## config.mk

```make
export PLATFORM = sky130hd
export DESIGN_NAME = sensor_frame_check_decode
export DESIGN_NICKNAME = d
export VERILOG_FILES = /design/src/design/sfcd_pkg.sv /design/src/design/sensor_frame_check_decode.sv
export VERILOG_INCLUDE_DIRS = /design/src /design/src/design
export SDC_FILE = /design/constraint.sdc
export NUM_CORES = 1
export LEC_CHECK = 0
export BUFFER_PORTS_ARGS = -buffer_cell sky130_fd_sc_hd__buf_2
export CELL_PAD_IN_SITES_DETAIL_PLACEMENT = 0
export CELL_PAD_IN_SITES_GLOBAL_PLACEMENT = 1
export CORE_UTILIZATION = 46
export CTS_CLUSTER_DIAMETER = 80
export DETAILED_ROUTE_END_ITERATION = 8
export PLACE_DENSITY_LB_ADDON = 0.1
export SYNTH_ARGS = -nofsm -noshare
export SYNTH_HDL_FRONTEND = slang
export SYNTH_SLANG_ARGS = --single-unit
```

## constraint.sdc

```tcl
create_clock -name clk -period 9.9 [get_ports clk]
set_input_delay 0.495 -clock clk [delete_from_list [all_inputs] [get_ports clk]]
set_output_delay 0.495 -clock clk [all_outputs]
set_load 0.02 [all_outputs]
```

## src/design/assert_macros.svh

```systemverilog
// assertion macros used by the sensor frame checker design
`ifndef ASSERT_MACROS_SVH
`define ASSERT_MACROS_SVH
`ifndef SYNTHESIS
// check a property on every clock edge outside reset
`define ASSERT_CLK(label, prop, msg) \
  label: assert property (@(posedge clk) disable iff (!rst_n) prop) else $error(msg);
// check a property on every clock edge, reset included
`define ASSERT_ALWAYS(label, prop, msg) \
  label: assert property (@(posedge clk) prop) else $error(msg);
`else
`define ASSERT_CLK(label, prop, msg)
`define ASSERT_ALWAYS(label, prop, msg)
`endif
`endif

```

## src/design/sfcd_pkg.sv

```systemverilog
// types, constants and the crc step for the sensor frame checker
`timescale 1ns / 1ps
package sfcd_pkg;

  localparam int unsigned SP_LEN      = 9;
  localparam int unsigned ROM_LEN     = 8;
  localparam int unsigned CNT_W       = 4;
  localparam int unsigned TEMP_W      = 19;
  localparam int unsigned ID_W        = 64;
  localparam int unsigned PROD_W      = 23;
  localparam int unsigned OUT_DATA_W  = 88;
  localparam logic [7:0]  CRC_POLY    = 8'h8C;
  localparam logic [PROD_W-1:0] CENTI_PER_DEG = PROD_W'(100);
  localparam logic [PROD_W-1:0] LSB_ROUND     = PROD_W'(15);

  // frame type codes
  localparam logic KIND_SP  = 1'b0;
  localparam logic KIND_ROM = 1'b1;

  typedef enum logic [1:0] {
    ST_OK       = 2'd0,
    ST_CRC_ERR  = 2'd1,
    ST_ALL_ZERO = 2'd2
  } status_t;

  // one byte of the reflected crc-8, lsb first
  function automatic logic [7:0] crc8_byte(input logic [7:0] crc, input logic [7:0] b);
    logic [7:0] c;
    logic       mix;
    c = crc;
    for (int i = 0; i < 8; i++) begin
      mix = c[0] ^ b[i];
      c   = {1'b0, c[7:1]} ^ (mix ? CRC_POLY : 8'h00);
    end
    return c;
  endfunction

endpackage

```

## src/design/sensor_frame_check_decode.sv

```systemverilog
// checker and decoder for scratchpad and rom frames read from a sensor bus
`timescale 1ns / 1ps
// Takes one bus byte per transaction and accepts a new one every cycle as long as
// results are taken. Each byte is held in an input register, then the crc, byte
// counter and captured fields update and, at the last byte of a frame (ninth of a
// scratchpad, eighth of a rom frame), the result goes to an output register. The
// output register is the only place that stalls the input side. Bytes after the
// end of a frame give nothing; frame_start drops an unfinished frame.
// temperature_centi is set only for a scratchpad with status ok, rom_id only for a
// rom frame with status ok.
module sensor_frame_check_decode (
  input  logic                               clk,
  input  logic                               rst_n,
  input  logic                               in_tvalid,
  output logic                               in_tready,
  input  logic [7:0]                         in_tdata,   // data_byte
  input  logic [1:0]                         in_tuser,   // kind, frame_start
  output logic                               out_tvalid,
  input  logic                               out_tready,
  output logic [sfcd_pkg::OUT_DATA_W-1:0]    out_tdata,  // status, temperature_centi,
                                                         // rom_id, zero pad
  output logic [0:0]                         out_tuser   // frame_kind
);
  import sfcd_pkg::*;

  // input register
  logic       s1_valid_r;
  logic       s1_kind_r;
  logic       s1_start_r;
  logic [7:0] s1_byte_r;

  // frame state
  logic [7:0]       crc_r,   crc_nxt;
  logic [CNT_W-1:0] cnt_r,   cnt_nxt;
  logic             type_r,  type_nxt;
  logic [7:0]       tlow_r,  tlow_nxt;
  logic [7:0]       thigh_r, thigh_nxt;
  logic             zeros_r, zeros_nxt;
  logic [ID_W-1:0]  id_r,    id_nxt;

  // result register
  logic              out_valid_r;
  logic              out_kind_r,   out_kind_nxt;
  status_t           out_status_r, out_status_nxt;
  logic [TEMP_W-1:0] out_temp_r,   out_temp_nxt;
  logic [ID_W-1:0]   out_id_r,     out_id_nxt;

  logic             advance;
  logic             last_byte;
  logic             active;
  logic [7:0]       crc_eff;
  logic [CNT_W-1:0] pos;
  logic             type_eff;
  logic [7:0]       tlow_eff;
  logic [7:0]       thigh_eff;
  logic             zeros_eff;
  logic [ID_W-1:0]  id_eff;
  logic [CNT_W-1:0] len;
  logic [PROD_W-1:0] raw_ext;
  logic [PROD_W-1:0] prod;
  logic [PROD_W-1:0] biased;

  // handshake
  assign advance   = s1_valid_r && (!out_valid_r || out_tready);
  assign in_tready = !s1_valid_r || advance;

  // state seen by this byte, a frame start begins from a fresh frame
  always_comb begin
    if (s1_start_r) begin
      crc_eff   = 8'h00;
      pos       = '0;
      type_eff  = s1_kind_r;
      tlow_eff  = 8'h00;
      thigh_eff = 8'h00;
      zeros_eff = 1'b1;
      id_eff    = '0;
    end else begin
      crc_eff   = crc_r;
      pos       = cnt_r;
      type_eff  = type_r;
      tlow_eff  = tlow_r;
      thigh_eff = thigh_r;
      zeros_eff = zeros_r;
      id_eff    = id_r;
    end
    len       = (type_eff == KIND_ROM) ? CNT_W'(ROM_LEN) : CNT_W'(SP_LEN);
    active    = pos < len;
    last_byte = active && (pos == len - CNT_W'(1));
  end

  // next frame state
  always_comb begin
    crc_nxt   = crc_eff;
    cnt_nxt   = pos;
    type_nxt  = type_eff;
    tlow_nxt  = tlow_eff;
    thigh_nxt = thigh_eff;
    zeros_nxt = zeros_eff;
    id_nxt    = id_eff;
    if (active) begin
      cnt_nxt   = pos + CNT_W'(1);
      zeros_nxt = zeros_eff && (s1_byte_r == 8'h00);
      for (int k = 0; k < int'(ROM_LEN); k++) begin
        if (pos == CNT_W'(k)) id_nxt[k*8 +: 8] = s1_byte_r;
      end
      if (type_eff == KIND_SP && pos == CNT_W'(0)) tlow_nxt  = s1_byte_r;
      if (type_eff == KIND_SP && pos == CNT_W'(1)) thigh_nxt = s1_byte_r;
      if (!last_byte) crc_nxt = crc8_byte(crc_eff, s1_byte_r);
    end
  end

  // temperature: raw * 100 / 16, truncated toward zero
  always_comb begin
    raw_ext = {{(PROD_W-16){thigh_eff[7]}}, thigh_eff, tlow_eff};
    prod    = PROD_W'($signed(raw_ext) * $signed(CENTI_PER_DEG));
    biased  = prod + (prod[PROD_W-1] ? LSB_ROUND : '0);
  end

  // result fields
  always_comb begin
    out_kind_nxt   = type_eff;
    out_status_nxt = ST_OK;
    out_temp_nxt   = '0;
    out_id_nxt     = '0;
    priority if (crc_eff != s1_byte_r) begin
      out_status_nxt = ST_CRC_ERR;
    end else if (type_eff == KIND_ROM) begin
      out_id_nxt = id_nxt;
    end else if (zeros_nxt) begin
      out_status_nxt = ST_ALL_ZERO;
    end else begin
      out_temp_nxt = biased[PROD_W-1:PROD_W-TEMP_W];
    end
  end

  // registers
  always_ff @(posedge clk) begin
    if (!rst_n) begin
      s1_valid_r  <= 1'b0;
      out_valid_r <= 1'b0;
      crc_r       <= 8'h00;
      cnt_r       <= '0;
      type_r      <= KIND_SP;
      tlow_r      <= 8'h00;
      thigh_r     <= 8'h00;
      zeros_r     <= 1'b1;
      id_r        <= '0;
    end else begin
      if (in_tready) s1_valid_r <= in_tvalid;
      if (advance) begin
        crc_r   <= crc_nxt;
        cnt_r   <= cnt_nxt;
        type_r  <= type_nxt;
        tlow_r  <= tlow_nxt;
        thigh_r <= thigh_nxt;
        zeros_r <= zeros_nxt;
        id_r    <= id_nxt;
      end
      if (advance && last_byte) begin
        out_valid_r <= 1'b1;
      end else if (out_tready) begin
        out_valid_r <= 1'b0;
      end
    end
  end

  // payload registers
  always_ff @(posedge clk) begin
    if (in_tready) begin
      s1_kind_r  <= in_tuser[0];
      s1_start_r <= in_tuser[1];
      s1_byte_r  <= in_tdata;
    end
    if (advance && last_byte) begin
      out_kind_r   <= out_kind_nxt;
      out_status_r <= out_status_nxt;
      out_temp_r   <= out_temp_nxt;
      out_id_r     <= out_id_nxt;
    end
  end

  // outputs
  assign out_tvalid   = out_valid_r;
  assign out_tuser[0] = out_kind_r;
  assign out_tdata    = {{(OUT_DATA_W-ID_W-TEMP_W-2){1'b0}}, out_id_r, out_temp_r,
                         out_status_r};

`include "assert_macros.svh"

  `ASSERT_CLK(a_cnt_range, cnt_r <= CNT_W'(SP_LEN), "byte counter past frame length")
  `ASSERT_CLK(a_rom_no_zero, out_valid_r && out_kind_r == KIND_ROM |-> out_status_r != ST_ALL_ZERO, "rom frame flagged all-zero")
  `ASSERT_CLK(a_err_fields, out_valid_r && out_status_r != ST_OK |-> out_temp_r == '0 && out_id_r == '0, "fields set on failed frame")
  `ASSERT_CLK(a_ready_empty, !out_valid_r |-> in_tready, "input stalled with empty output")
  `ASSERT_ALWAYS(a_rst_clear, !rst_n |=> !out_valid_r && !s1_valid_r, "valid after reset")

endmodule

```

==> results.ini <==
[status]
outcome = finished, final reports clean

[clock_network]
clock_sinks = 192
total_setup_buffers_inserted_after_cts = 0
cts_buffers = 17
tritoncts = built
clkTransAtPathRegs_ns = 0.08
cts-resized-gates = 0
ctsRootBufferMaster = clkbuf_16
clk-insertion-delay-late_ns = 0.44
cts_htree_levels = 4
cts-hold-fix-buffers = 0
cts_buffer_depth = 2

[min_path]
worstHoldStart = in_tdata[4]
holdPathEnd = s1_byte_r[4]$_DFFE_PP_
holdPathStages = 1
hold_path.class = in2reg

[placement]
hpwl_after_dpl_mm = 15.5
number_of_i_o_port_buffers = 101
finalWeightedCongestion = 0.776
post_placement_worst_setup_slack_ns = 4.98

[finish]
post_route_cells_drive_above_1_share = 0.136
fillCellCount = 2006
ant_cells = 0
finalNetCount = 1196
area_growth_pct = 12.2

[logic_synthesis]
synthesis.area_um2 = 10300
ys_seq_elements = 192
synth-async-reset-ratio = 0
netlist.area_leader.share = 0.281
ys_top_cells_by_area = edfxtp_1 28%, dfxtp_1 19%, nor2b_1 6.5%, a22oi_1 6.0%, ha_1 5.7%
synth_enable_flop_cells = 96
ys_warn_count = 0
synth_largest_area_cell = edfxtp_1
post_synth_inst_count = 1068
netlist-cell-type-count = 60
synthTopCellsByCount = 106 x nand2_1, 106 x nor2b_1, 96 x dfxtp_1, 96 x edfxtp_1, 82 x a22oi_1
synth_ff_type = edfxtp_1
synth_area_per_cell_um2 = 9.61
synth_seq_area_share = 0.468

[global_routing]
global_route_usage_sum = 0.218
grt_antenna_before_repair = 0
grt_start_max_net_pins = 97
number_of_global_route_vias_before_repair = 7188
grt_first_pass_wirelength_mm = 38.5
leftover_overflow_at_the_end_of_global_routing = 0

[routing]
routed_via_density = 5.54
wl_per_cell_um = 17.2
number_of_routed_nets_with_antenna_violations = 0
postRouteWirelength_mm = 24.4
detailroute.via_count = 7884
drc_errors = 0
drt_first_pass_iters = 7
detailedRoute.firstIterationViolations = 490

[timing]
finalHoldViolations = 0
clock_skew_ns = 0.0187
final_max_slew_viol_count = 0
setup_ws_ns = 4.99
finalSetupViolCount = 0
max_freq_ghz = 0.204
period_needed_ns = 4.91
worst-slew-pin-transition_ns = 1.22
totalNegativeSetupSlack_ns = 0
fin_hold_ws_ns = 0.232
timing.max_slew.rel_slack = 0.185
final_min_period_over_clock_period = 0.496
unrepaired_setup_endpoints_after_global_routing = no

[worst_setup_path]
worstPathRequired_ns = 10.06
reg2reg_from = s1_start_r$_DFFE_PP_
worstPathArrival_ns = 5.07
setup.worst_path.start_class = register
r2r_slack_ns = 4.99
timing_worst_setup_path_type = reg2reg
cp-end-kind = register
critPathMaxFanout = 60
ff2ff_path_depth = 15
r2r_end = out_temp_r[4]$_SDFFCE_PP0P_

[power]
vdd_drop_max_mv = 0.120
power.density_nw_per_um2 = 144
static-leakage-power_nw = 4.30

[job]
max-cap-violations = 0

[floorplanning]
io-pin-count = 105
dieArea_um2 = 22900
dieHeight_um = 151
initial_core_util = 0.471
dieWidth_um = 151
core_um2 = 21800
core.rowCount = 54

worst max-delay path: stages (launching register included):
cell and delay [ns]:
edfxtp_1 0.41, inv_2 0.30, buf_4 0.63, nand2_1 0.16
fa_1 0.53, inv_1 0.04, ha_1 0.28, ha_1 0.37
a21oi_1 0.28, o21ai_0 0.22, nor4_1 0.23, mux2i_1 0.18
a211o_1 0.44, or3_1 0.36, xnor2_1 0.14, nor2_1 0.05
layer usage:
metal  vias to the layer above  part of all wire  global-route usage
met5                         -                 0                   0
met4                         0             0.017              0.0720
met3                        28             0.048              0.0322
met2                       216              0.46               0.329
met1                      3741              0.48               0.316
li1                       3899                 -                   -
stage by stage:
stage	utilization	cells	cell area, um2	power (mW)
after floorplan	-	1070	10300	0.965
after global placement	0.500	1390	10900	0.995
after detailed placement	0.500	1390	10900	0.996
after CTS	0.528	1422	11500	1.68
after global routing	0.528	1422	11500	1.73
final	0.528	1422	11500	1.66
registers in the layout, indices dropped and copies added (netlist names), 2 cells and up:
| register | flops |
|---|---|
| id_r | 64 |
| tlow_r | 8 |
| thigh_r | 8 |
| out_id_r | 64 |
| crc_r | 8 |
| out_temp_r | 19 |
| cnt_r | 4 |
| out_status_r | 2 |
| s1_byte_r | 8 |
final cells by class:
type | count | area, um2 | area share
clock buffer | 18 | 429 | 0.0373
clock inverter | 14 | 170 | 0.0148
inverter | 15 | 56.3 | 0.00489
multi-input combinational | 794 | 5140 | 0.447
sequential | 192 | 4800 | 0.417
tap | 280 | 350 | 0.0304
timing repair buffer | 109 | 566 | 0.0491
report_power, final:
part	switching [mW]	total, mW	internal [mW]
clock network	0.342	0.683	0.341
registers	0.0229	0.860	0.837
logic	0.0690	0.118	0.0488
total	0.434	1.66	1.23
kinds of logic after synthesis:
| kind of cell | after synthesis | synth area share |
|---|---|---|
| compound gates | 236 | 0.151 |
| simple gates | 419 | 0.207 |
| flops | 192 | 0.468 |
| other cells | 1 | 0.000365 |
| mux | 8 | 0.00780 |
| xor+xnor | 75 | 0.0640 |
| fa+ha+maj | 53 | 0.0690 |
| buf+inv | 84 | 0.0323 |
worst max path at each step:
stage / start / endpoint / slack [ns] / cells past startpoint
floorplan: s1_start_r$_DFFE_PP_ / out_id_r[0]$_SDFFCE_PP0P_ / 1.91 / 6
global placement: s1_start_r$_DFFE_PP_ / out_temp_r[4]$_SDFFCE_PP0P_ / 5.12 / 15
detailed placement: s1_start_r$_DFFE_PP_ / out_temp_r[4]$_SDFFCE_PP0P_ / 4.98 / 15
CTS: s1_start_r$_DFFE_PP_ / out_temp_r[4]$_SDFFCE_PP0P_ / 4.99 / 15
global route: s1_start_r$_DFFE_PP_ / out_temp_r[17]$_SDFFCE_PP0P_ / 4.57 / 15
finish: s1_start_r$_DFFE_PP_ / out_temp_r[4]$_SDFFCE_PP0P_ / 4.99 / 15
cells in the final DEF, fill, tap and decap left out, drive strengths merged, types with 21 or more instances in the layout:
cell    instances
buf           109
nand2         106
nor2b         106
dfxtp          96
edfxtp         96
a22oi          82
a21oi          79
nor2           75
nand3          75
xnor2          54
ha             47
o21ai          29
xor2           21
and2           21
No activity file was read; power rests on OpenSTA's default activity.
